`config.mk`:
```
export PLATFORM = sky130hd
export DESIGN_NAME = lrpu_ctrl
export DESIGN_NICKNAME = d
export VERILOG_FILES = /design/src/design/lrpu_pkg.sv /design/src/design/lrpu_ctrl.sv
export SDC_FILE = /design/constraint.sdc
export NUM_CORES = 1
export LEC_CHECK = 0
export ABC_AREA = 1
export BUFFER_PORTS_ARGS = -buffer_cell sky130_fd_sc_hd__buf_2
export CELL_PAD_IN_SITES_DETAIL_PLACEMENT = 1
export CELL_PAD_IN_SITES_GLOBAL_PLACEMENT = 1
export CORE_MARGIN = 2
export CORE_UTILIZATION = 32
export DETAILED_ROUTE_END_ITERATION = 6
export GPL_TIMING_DRIVEN = 0
export PLACE_DENSITY = 0.9
export SETUP_SLACK_MARGIN = 0.2
export SYNTH_ARGS = -nofsm -noshare
export SYNTH_HDL_FRONTEND = slang
export SYNTH_SLANG_ARGS = --single-unit
```
`constraint.sdc`:
```
create_clock -name clock -period 2.9 [get_ports clock]
set_input_delay 0.58 -clock clock [delete_from_list [all_inputs] [get_ports clock]]
set_output_delay 0.58 -clock clock [all_outputs]
set_load 0.03 [all_outputs]
```
`src/design/lrpu_pkg.sv`:
```
// Package for the low-rank projection update block.
// Holds beat types, mode and register codes, command/status structs and Q16.16 helpers.
// No dependencies.
package lrpu_pkg;

   localparam int DEF_MAX_RANK    = 4;
   localparam int DEF_MAX_FRAMES  = 16;
   localparam int DEF_IMAGE_WORDS = 4096;

   localparam int ADR_W = 21;
   localparam int BX_W  = 11;
   localparam int RC_W  = 5;
   localparam int FC_W  = 7;

   localparam logic [2:0] MODE_LOAD_BASIS = 3'd0;
   localparam logic [2:0] MODE_LOAD_IMAGE = 3'd1;
   localparam logic [2:0] MODE_FORWARD    = 3'd2;
   localparam logic [2:0] MODE_BACK       = 3'd3;
   localparam logic [2:0] MODE_READ_IMAGE = 3'd4;
   localparam logic [2:0] MODE_FLUSH      = 3'd5;

   localparam logic [1:0] VAR_FRAMED  = 2'd1;
   localparam logic [1:0] VAR_LOWRANK = 2'd2;

   localparam logic [2:0] CSR_VARIANT  = 3'd0;
   localparam logic [2:0] CSR_RANKS    = 3'd1;
   localparam logic [2:0] CSR_FRAMES   = 3'd2;
   localparam logic [2:0] CSR_STRIDE   = 3'd3;
   localparam logic [2:0] CSR_UPD_BAS  = 3'd4;

   localparam logic [1:0] MUL_SW  = 2'd0;
   localparam logic [1:0] MUL_WS  = 2'd1;
   localparam logic [1:0] MUL_IB  = 2'd2;
   localparam logic [1:0] MUL_AYX = 2'd3;

   localparam logic [1:0] SUM_HOLD = 2'd0;
   localparam logic [1:0] SUM_IMG  = 2'd1;
   localparam logic [1:0] SUM_ADD  = 2'd2;

   localparam logic [1:0] RES_HOLD = 2'd0;
   localparam logic [1:0] RES_Q    = 2'd1;
   localparam logic [1:0] RES_IMG  = 2'd2;

   typedef struct packed {
      logic [2:0]         mode;
      logic signed [31:0] weight;
      logic signed [31:0] sample_value;
      logic [11:0]        voxel;
      logic [3:0]         frame;
      logic [1:0]         rank_index;
      logic signed [31:0] load_data;
   } req_type;

   typedef struct packed {
      logic signed [31:0] result_value;
      logic [5:0]         entry_index;
      logic               error;
      logic               last;
   } rsp_type;

   typedef struct packed {
      logic       latch;
      logic       rd;
      logic [1:0] mul_sel;
      logic [1:0] sum_op;
      logic [1:0] res_op;
      logic       ay_ld;
      logic       wr_back;
      logic       wr_basis_load;
      logic       wr_image_load;
      logic       step_rank;
      logic       step_frame;
      logic       clr_start;
      logic       clr_step;
      logic       out_load;
      logic       out_flush;
   } cmd_type;

   typedef struct packed {
      logic [2:0] mode;
      logic       lowrank;
      logic       err;
      logic       rank_last;
      logic       frame_last;
      logic       clr_last;
      logic       out_free;
   } sts_type;

   function automatic logic signed [31:0] q_round(input logic signed [63:0] p);
      logic signed [64:0] s;
      logic signed [48:0] t;
      s = {p[63], p} + 65'sd32768;
      t = s[64:16];
      if (t > 49'sd2147483647) begin
         q_round = 32'sh7FFF_FFFF;
      end else if (t < -49'sd2147483648) begin
         q_round = 32'sh8000_0000;
      end else begin
         q_round = t[31:0];
      end
   endfunction

   function automatic logic signed [31:0] q_add(input logic signed [31:0] a,
                                                input logic signed [31:0] b);
      logic [32:0] s;
      s = {a[31], a} + {b[31], b};
      if (s[32] != s[31]) begin
         q_add = s[32] ? 32'sh8000_0000 : 32'sh7FFF_FFFF;
      end else begin
         q_add = s[31:0];
      end
   endfunction

endpackage

```
`src/design/lrpu_ctrl.sv`:
```
// Controller state machine for the low-rank projection update block.
// Sequences memory reads, multiplies, write-backs and result beats; uses lrpu_pkg.
module lrpu_ctrl (
   input  logic              clock,
   input  logic              reset,
   input  logic              req_valid,
   output logic              req_stall,
   input  lrpu_pkg::sts_type sts,
   output lrpu_pkg::cmd_type cmd
);
   import lrpu_pkg::*;

   localparam logic [4:0] S_RST  = 5'd0;
   localparam logic [4:0] S_CLR  = 5'd1;
   localparam logic [4:0] S_IDLE = 5'd2;
   localparam logic [4:0] S_DEC  = 5'd3;
   localparam logic [4:0] S_RDW  = 5'd4;
   localparam logic [4:0] S_FRD  = 5'd5;
   localparam logic [4:0] S_FMUL = 5'd6;
   localparam logic [4:0] S_FACC = 5'd7;
   localparam logic [4:0] S_WMUL = 5'd8;
   localparam logic [4:0] S_WRES = 5'd9;
   localparam logic [4:0] S_BAY  = 5'd10;
   localparam logic [4:0] S_BAYR = 5'd11;
   localparam logic [4:0] S_BRD  = 5'd12;
   localparam logic [4:0] S_BMUL = 5'd13;
   localparam logic [4:0] S_BWR  = 5'd14;
   localparam logic [4:0] S_EMIT = 5'd15;
   localparam logic [4:0] S_FLRD = 5'd16;
   localparam logic [4:0] S_FLEM = 5'd17;

   logic [4:0] state_ff, state_in;

   always_ff @(posedge clock) begin
      if (reset) begin
         state_ff <= S_RST;
      end else begin
         state_ff <= state_in;
      end
   end

   assign req_stall = (state_ff != S_IDLE);

   always_comb begin
      cmd      = '0;
      state_in = state_ff;
      case (state_ff)
         S_RST: begin
            cmd.clr_start = 1'b1;
            state_in      = S_CLR;
         end
         S_CLR: begin
            cmd.clr_step = 1'b1;
            if (sts.clr_last) begin
               state_in = S_IDLE;
            end
         end
         S_IDLE: begin
            if (req_valid) begin
               cmd.latch = 1'b1;
               state_in  = S_DEC;
            end
         end
         S_DEC: begin
            if (sts.mode == MODE_FLUSH) begin
               state_in = S_FLRD;
            end else if (sts.err) begin
               state_in = S_EMIT;
            end else if (sts.mode == MODE_LOAD_BASIS) begin
               cmd.wr_basis_load = 1'b1;
               state_in          = S_EMIT;
            end else if (sts.mode == MODE_LOAD_IMAGE) begin
               cmd.wr_image_load = 1'b1;
               state_in          = S_EMIT;
            end else if (sts.mode == MODE_READ_IMAGE) begin
               cmd.rd   = 1'b1;
               state_in = S_RDW;
            end else if (sts.mode == MODE_FORWARD) begin
               state_in = S_FRD;
            end else if (sts.mode == MODE_BACK) begin
               state_in = S_BAY;
            end else begin
               state_in = S_EMIT;
            end
         end
         S_RDW: begin
            cmd.res_op = RES_IMG;
            state_in   = S_EMIT;
         end
         S_FRD: begin
            cmd.rd   = 1'b1;
            state_in = S_FMUL;
         end
         S_FMUL: begin
            cmd.mul_sel = MUL_IB;
            state_in    = S_FACC;
         end
         S_FACC: begin
            cmd.sum_op = sts.lowrank ? SUM_ADD : SUM_IMG;
            if (sts.lowrank && !sts.rank_last) begin
               cmd.step_rank = 1'b1;
               state_in      = S_FRD;
            end else begin
               state_in = S_WMUL;
            end
         end
         S_WMUL: begin
            cmd.mul_sel = MUL_WS;
            state_in    = S_WRES;
         end
         S_WRES: begin
            cmd.res_op = RES_Q;
            state_in   = S_EMIT;
         end
         S_BAY: begin
            cmd.mul_sel = MUL_SW;
            state_in    = S_BAYR;
         end
         S_BAYR: begin
            cmd.ay_ld = 1'b1;
            state_in  = S_BRD;
         end
         S_BRD: begin
            cmd.rd   = 1'b1;
            state_in = S_BMUL;
         end
         S_BMUL: begin
            cmd.mul_sel = MUL_AYX;
            state_in    = S_BWR;
         end
         S_BWR: begin
            cmd.wr_back = 1'b1;
            if (sts.lowrank && !sts.rank_last) begin
               cmd.step_rank = 1'b1;
               state_in      = S_BRD;
            end else begin
               state_in = S_EMIT;
            end
         end
         S_EMIT: begin
            if (sts.out_free) begin
               cmd.out_load = 1'b1;
               state_in     = S_IDLE;
            end
         end
         S_FLRD: begin
            cmd.rd   = 1'b1;
            state_in = S_FLEM;
         end
         S_FLEM: begin
            if (sts.out_free) begin
               cmd.out_load  = 1'b1;
               cmd.out_flush = 1'b1;
               if (!sts.rank_last) begin
                  cmd.step_rank = 1'b1;
                  state_in      = S_FLRD;
               end else if (!sts.frame_last) begin
                  cmd.step_frame = 1'b1;
                  state_in       = S_FLRD;
               end else begin
                  state_in = S_RST;
               end
            end
         end
         default: begin
            state_in = S_RST;
         end
      endcase
   end

endmodule

```
==> Yosys cells after proc, flatten, opt, wreduce, memory -nomap -nowiden <==
Cells that the tools add are included.
W data, S select, Z words.
{ "classes": {"n_mux": 49, "n_reduce_logical": 8, "n_eq_ne": 27} }
{ "ops": {"columns": ["cell", "count"], "rows": [
  ["$pmux W5 S17", 1],
  ["$mux W5", 12],
  ["$eq A5 B4 Y1 const B", 8],
  ["$mux W1", 21],
  ["$eq A5 B3 Y1 const B", 4],
  ["$mux W2", 8],
  ["$eq A5 B2 Y1 const B", 2],
  ["$eq A5 B5 Y1 const B", 2],
  ["$ne A2 B2 Y1 const B", 4],
  ["$eq A3 B2 Y1 const B", 2],
  ["$eq A3 B3 Y1 const B", 2],
  ["$pmux W1 S2", 3],
  ["$pmux W2 S3", 1],
  ["$eq A5 B1 Y1 const B", 1],
  ["$logic_not A5 Y1", 1],
  ["$ne A5 B2 Y1 const B", 1],
  ["$mux W4", 1],
  ["$pmux W2 S2", 1],
  ["$reduce_and A4 Y1", 1],
  ["$reduce_or A2 Y1", 2],
  ["$eq A3 B1 Y1 const B", 1],
  ["$logic_not A3 Y1", 1],
  ["$mux W3", 1],
  ["$reduce_or A3 Y1", 1],
  ["other kinds (2)", 2]
]} }
{ "word_totals": {"ff_bits": 5, "out_inout_bits": 19, "input_bits": 12, "wordCells": 85} }

==> Depth between registers and ports, before layout <==
Gate-level depths: netlist (run 1).
{ "depth": {"word_depth": 9, "ltp_mapped": 10, "ltp_nobuf": 10} }

==> Least setup slack after synthesis (run 1) <==
OpenSTA, ideal clock, no wires.
{ "synth_path": {"kind": "register to output", "from": "reg state_ff[0]", "to": "out cmd[4] (netlist name)", "n_path_buf": 0, "required_ps": 2320, "path_stages_with_launch": 9, "arrival_ps": 2052, "path_slack_ps": 268, "cell_sequence": "dfxtp_1 > inv_2 > nor2_2 > inv_1 > nor2_2 > inv_1 > nor2_1 > inv_1 > nor3_1"} }
{ "synth_lines": {"columns": ["item", "line", "text"], "rows": [
  ["from (decl)", "lrpu_ctrl.sv:32", "logic [4:0] state_ff, state_in;"],
  ["from (signal assigned)", "lrpu_ctrl.sv:38", "state_ff <= state_in;"],
  ["to (decl)", "lrpu_ctrl.sv:9", "output lrpu_pkg::cmd_type cmd"]
]} }

==> out/results.ini, run 1 <==
[timing]
rsz0062_at_grt=false
fin_ws_ns=0.565
finalHoldViolCount=0
setup_violations=0
finClkSkew_ns=0.0000889
max_freq_mhz=428
period_share_pct=80.5
tns_ns=0
slew_headroom_pct=78.1
min_period_ns=2.33
slew_viol_final=0
hold-worst-slack_ns=0.543
tightestPinTransition_ns=0.329

[worst_setup_path]
crit_path_start_kind=flop
cp.required_ns=2.32
worstPathCellList=inv_2, nor2_2, inv_1, nor2_2, inv_1, nor2_1, inv_1, o22ai_1, buf_2
cp_slowest_cell=dfxtp_1
crit_path_max_incr_delay_ns=0.41
worstPathMaxFanout=5
crit_type=reg2out
end_kind=output pin
crit_buf_inv=5
arrival_ns=1.75
worst_path_most_repeated_cell=inv_1
crit_family=buffers and inverters

[route]
drc=0
first_iter_violations=19
routedWlPerCell_um=12.1
vias=1042
via_per_inst=5.01
routed_wl_um=2510
postRouteAntennaNets=0
drt-pass1-iter-count=4

[synthesis]
yosysTopAreaCell=nand2_1
synth-seq-cells=5
synth_top_cell_area_share_pct=17.5
synthesis.nets=158
synth.distinct_cells=22
post_synth.cell_area_avg_um2=5.14
synth_area_leaders=nand2_1, nand3_1, inv_1, dfxtp_1, nor2_1
ys_warn_count=0
netlist_area_um2=751
syn_inst=146
synth_seq_area_share_pct=13.3

[pwr]
internal_power_uw=300
seqPwrFrac_pct=18.3
p_switching_uw=416
switching_share_pct=58.1
p_clk_share_pct=10.9
power_leakage_nw=0.600
ir_drop_uv=323
p_per_area_mw_per_mm2=744
power_frac_comb_pct=70.8
power_uw=716

[layout]
final_cell_area_um2=962
antenna_cells=0
largest_register=state_ff
fin_nets=193
utilization_pct=43.5
fin_cells=208
drive_gt1_share_pct=26.1
syn2layout_area_growth_pct=28.2
nFillCells=363
largest_register_ffs=5
largestRegisters=state_ff x5

[cts]
clockRootBuffer=clkbuf_4
cts.sinks=5
cts.repair.resized=0
clock_latency_ns=0.24
cts_made_buffers=3
hold_buffers=0
cts_tree=done
path_clk_slew_ns=0.04
clk_path_buf_depth=2
htreeDepth=1
post_cts_buffers=0

[global_routing]
grt_first_pass_wirelength_um=4160
grt_overflow=0
grt_max_degree=11
grtUsageTotal_pct=19.4
grt_pass1_vias=1030
antenna_found_initial=0

[min_path]
hold_path.class=reg2reg

[die]
die_w_um=52.4
die_y_um=52.4
die-area_mm2=0.00275
coreArea_mm2=0.00221
initial_core_util_pct=33.9
ioPinCount=31
placementRows=17

[placed_design]
io_buffer_count=30
place_area_um2=936
place_congestion=0.876
dpl_worst_slack_ns=0.819
dp_cells=204
dpl.hpwl_um=2190

[status]
status=complete, no violations

[flow_run]
maxCapViolCount=0

[logic make-up (layout without fill, tap and decap cells)]
family,Yosys count,after routing,synth area share [%]
simple gates,97,97,59.3
buf+inv,31,65,16.7
compound gates,13,13,10.7
flops,5,5,13.3
[power by group through the flow]
stage	Clock, mW	Sequential (mW)	Combinational [mW]
3_3_place_gp	0	0.130	0.491
6_report	0.0781	0.131	0.507
3_5_place_dp	0	0.131	0.511
2_1_floorplan	0	0.122	0.379
4_1_cts	0.0818	0.130	0.512
5_1_grt	0.0852	0.134	0.566
[worst register-to-register path: stages (launching register included)]
cell	delay (ns)
dfxtp_1	0.47
inv_2	0.12
buf_2	0.20
nand3_1	0.17
nand2_1	0.07
nor2_1	0.11
nand2_1	0.09
o21ai_0	0.20
a21oi_1	0.09
[routing by layer]
layer | routed length (um) | global-route usage [%] | vias up
met5 | 0 | 0 | -
met4 | 19 | 7.26 | 0
met3 | 69 | 0.571 | 2
met2 | 1260 | 35.4 | 19
met1 | 1170 | 23.8 | 493
li1 | - | - | 528
[synth_stat cells]
cell / number
buf_6: 1
nor3b_1: 1
nand3_1: 23
o211ai_1: 1
dfxtp_1: 5
nand3_2: 1
inv_1: 27
o2111ai_1: 1
a21oi_1: 4
nor2_2: 5
nor2_4: 3
o22ai_1: 1
o21ai_0: 3
nand2_1: 35
o21a_1: 1
nor2_1: 25
nor3_1: 2
nand4_1: 2
buf_2: 1
a31oi_1: 1
o21ai_2: 1
inv_2: 2
[layout make-up]
cell class,instances,area [um^2],area share (%)
Multi-Input combinational cell,110,526,54.6
Timing Repair Buffer,30,150,15.6
Inverter,29,109,11.3
Sequential cell,5,100,10.4
Tap cell,28,35.0,3.64
Clock buffer,4,26.3,2.73
Buffer,2,16.3,1.69
[final timing paths]
kind	start	slack (ns)	cells after the start	end
setup / recovery	state_ff[0]	0.57	9	cmd[5]
hold / removal	state_ff[0]	0.54	2	state_ff[0]
setup reg to reg	state_ff[4]	1.27	8	state_ff[1]
hold reg to reg	state_ff[0]	0.54	2	state_ff[0]
[placed cells by master (no fill, tap or decap), types with 2 or more instances in the layout]
cell type,instances
nand2_1,35
buf_2,31
inv_1,27
nor2_1,25
nand3_1,23
nor2_2,5
dfxtp_1,5
a21oi_1,4
nor2_4,3
o21ai_0,3
clkbuf_4,3
inv_2,2
nor3_1,2
nand4_1,2
No activity file was read; power rests on OpenSTA's default activity.
==> inputs of run 2 (changes only) <==
--- a/config.mk
+++ b/config.mk
@@ -10,10 +10,10 @@
 export CELL_PAD_IN_SITES_DETAIL_PLACEMENT = 1
 export CELL_PAD_IN_SITES_GLOBAL_PLACEMENT = 1
 export CORE_MARGIN = 2
-export CORE_UTILIZATION = 32
+export CORE_UTILIZATION = 26
 export DETAILED_ROUTE_END_ITERATION = 6
 export GPL_TIMING_DRIVEN = 0
-export PLACE_DENSITY = 0.9
+export PLACE_DENSITY = 0.79
 export SETUP_SLACK_MARGIN = 0.2
 export SYNTH_ARGS = -nofsm -noshare
 export SYNTH_HDL_FRONTEND = slang
==> constraint.sdc (replaced) <==
create_clock -name clock -period 1.95 [get_ports clock]
set_input_delay 0.39 -clock clock [delete_from_list [all_inputs] [get_ports clock]]
set_output_delay 0.39 -clock clock [all_outputs]
set_load 0.03 [all_outputs]
==> out/results.ini, run 2 (same netlist as run 1, synthesis figures left out) <==
[status]
status=complete, no violations

[timing]
slew_viol_final=0  ; unchanged
finClkSkew_ns=0.00478  ; +0.00470 ns
max_freq_mhz=538
period_share_pct=95.4
min_period_ns=1.86
slew_headroom_pct=82.0  ; +4.0 points
setup_violations=0  ; unchanged
rsz0062_at_grt=true
hold-worst-slack_ns=0.347  ; -0.196 ns
tightestPinTransition_ns=0.268  ; -0.0601 ns
finalHoldViolCount=0  ; unchanged

[route]
postRouteAntennaNets=0  ; unchanged
vias=1086  ; +4.2%
drt-pass1-iter-count=4  ; unchanged
via_per_inst=4.94  ; -1.5%
wl_met2_um=1500  ; +19%
highest_layer=met4
drc=0  ; unchanged
drt-met1-wl_um=1250  ; +6.9%
routedWlPerCell_um=13.2  ; +9.4%
routed_wl_um=2910  ; +16%
first_iter_violations=11  ; -8
met3RoutedLength_um=119  ; +72%

[die]
placementRows=19  ; +2
die-area_mm2=0.00333  ; +21%
die_y_um=57.7  ; +10%
ioPinCount=31  ; unchanged
die_w_um=57.7  ; +10%
coreArea_mm2=0.00276  ; +25%
initial_core_util_pct=27.2  ; -6.7 points

[pwr]
seqPwrFrac_pct=17.2  ; -1.1 points
switching_share_pct=54.7  ; -3.4 points
p_per_area_mw_per_mm2=1050  ; +41%
internal_power_uw=568  ; +90%
power_mw=1.26  ; +75%
power_leakage_nw=0.659  ; +9.8%
p_clk_share_pct=9.7  ; -1.2 points
ir_drop_uv=660  ; +100%
p_switching_uw=687  ; +65%
power_frac_comb_pct=73.1  ; +2.3 points

[flow_run]
maxCapViolCount=0  ; unchanged

[worst_setup_path]
crit_family=buffers and inverters
crit_path_max_incr_delay_ns=0.31  ; -0.10 ns
cp.depth=9  ; unchanged
critPathCapture=cmd[5]
cp.required_ns=1.56  ; -0.76 ns
r2r_slack_ns=0.46  ; -0.81 ns
worstPathCellList=buf_6, nor2_4, inv_2, nor2_4, inv_2, nor2_4, inv_2, o22ai_4, buf_6
r2r_start=state_ff[1]
crit_path_start_kind=flop
r2r_end=state_ff[3]
crit_type=reg2out
worstPathMaxFanout=7  ; +2
end_kind=output pin
rr_worst_depth=12  ; +4
cp_slowest_cell=dfxtp_2
arrival_ns=1.47  ; -0.28 ns
crit_buf_inv=5  ; unchanged
startpoint=state_ff[1]

[cts]
clk_path_buf_depth=2  ; unchanged
clock_latency_ns=0.24  ; about the same
path_clk_slew_ns=0.05  ; about the same
cts.sinks=5  ; unchanged
cts_made_buffers=3  ; unchanged
clockRootBuffer=clkbuf_4
htreeDepth=1  ; unchanged
cts_tree=done

[global_routing]
grt_max_degree=11  ; unchanged
grt_pass1_vias=1103  ; +7.1%
antenna_found_initial=0  ; unchanged
grt_first_pass_wirelength_um=4820  ; +16%
grtUsageTotal_pct=18.6  ; -0.82 points
grt_overflow=0  ; unchanged

[layout]
nFillCells=384  ; +5.8%
largestRegisters=state_ff x5
layout_common_cells=nand2_1, inv_1, nand3_1
largest_register_ffs=5  ; unchanged
antenna_cells=0  ; unchanged
fin_cells=220  ; +5.8%
fin_nets=202  ; +4.7%
drive_gt1_share_pct=41.8  ; +16 points
syn2layout_area_growth_pct=59.8
utilization_pct=43.5  ; about the same
layout_commonest_cell=nand2_1
largest_register=state_ff

[placed_design]
dpl.hpwl_um=2250  ; +2.4%
place_congestion=0.897  ; +2.5%
io_buffer_count=30  ; unchanged
dp_cells=207  ; +1.5%

[min_path]
hold_path.class=in2reg

## run 2: cell types whose count changed in the layout (fill, tap and decap cells not counted), sizes merged
cell / before / now
buf: 32 / 38
clkbuf: 4 / 7
## run 2: final cells by class
class | instances | area, um^2 | share of cell area (%)
Timing Repair Buffer | 39 | 284 | 23.7
Multi-Input combinational cell | 110 | 607 | 50.6
Tap cell | 31 | 38.8 | 3.23
Buffer | 2 | 18.8 | 1.56
Clock buffer | 4 | 26.3 | 2.19
Inverter | 29 | 111 | 9.28
Sequential cell | 5 | 114 | 9.49
## run 2: power by group through the flow
stage	combinational (mW)	sequential, mW	clock (mW)
2_1_floorplan	0.589	0.187	0
3_3_place_gp	0.763	0.202	0
3_5_place_dp	0.780	0.205	0
4_1_cts	0.844	0.214	0.125
5_1_grt	1.01	0.222	0.140
6_report	0.918	0.216	0.121
## run 2: worst min-delay path by stage
stage                           start     endpoint  slack [ns]  cells past startpoint
after CTS                       reset  state_ff[4]        0.34                      2
after global routing            reset  state_ff[4]        0.34                      2
final                           reset  state_ff[0]        0.35                      2
after detailed placement  state_ff[0]  state_ff[0]        0.51                      2
after floorplan                 reset  state_ff[0]        0.45                      1
after global placement    state_ff[0]  state_ff[0]        0.50                      2
## run 2: per-stage QoR
stage	TNS [ns]	instance area, um^2	setup slack, ns
floorplan	0	813	0.189
global placement	0	1000	0.150
detailed placement	0	1000	0.129
CTS	0	1130	0.0897
global route	-0.0190	1200	-0.0119
finish	0	1200	0.0903
## run 2: repair_timing
action | CTS | global route
gates cloned | 0 | 0
gates resized for setup | 21 | 23
pin swaps | 5 | 2
endpoints found under the setup margin | 16 | 19
hold buffers | 0 | 0
setup buffers | 7 | 2
## run 2: metal layers
metal	up-vias	GRT usage, %
li1	544	-
met1	503	21.1
met2	34	35.1
met3	5	4.02
met4	0	4.32
met5	-	0
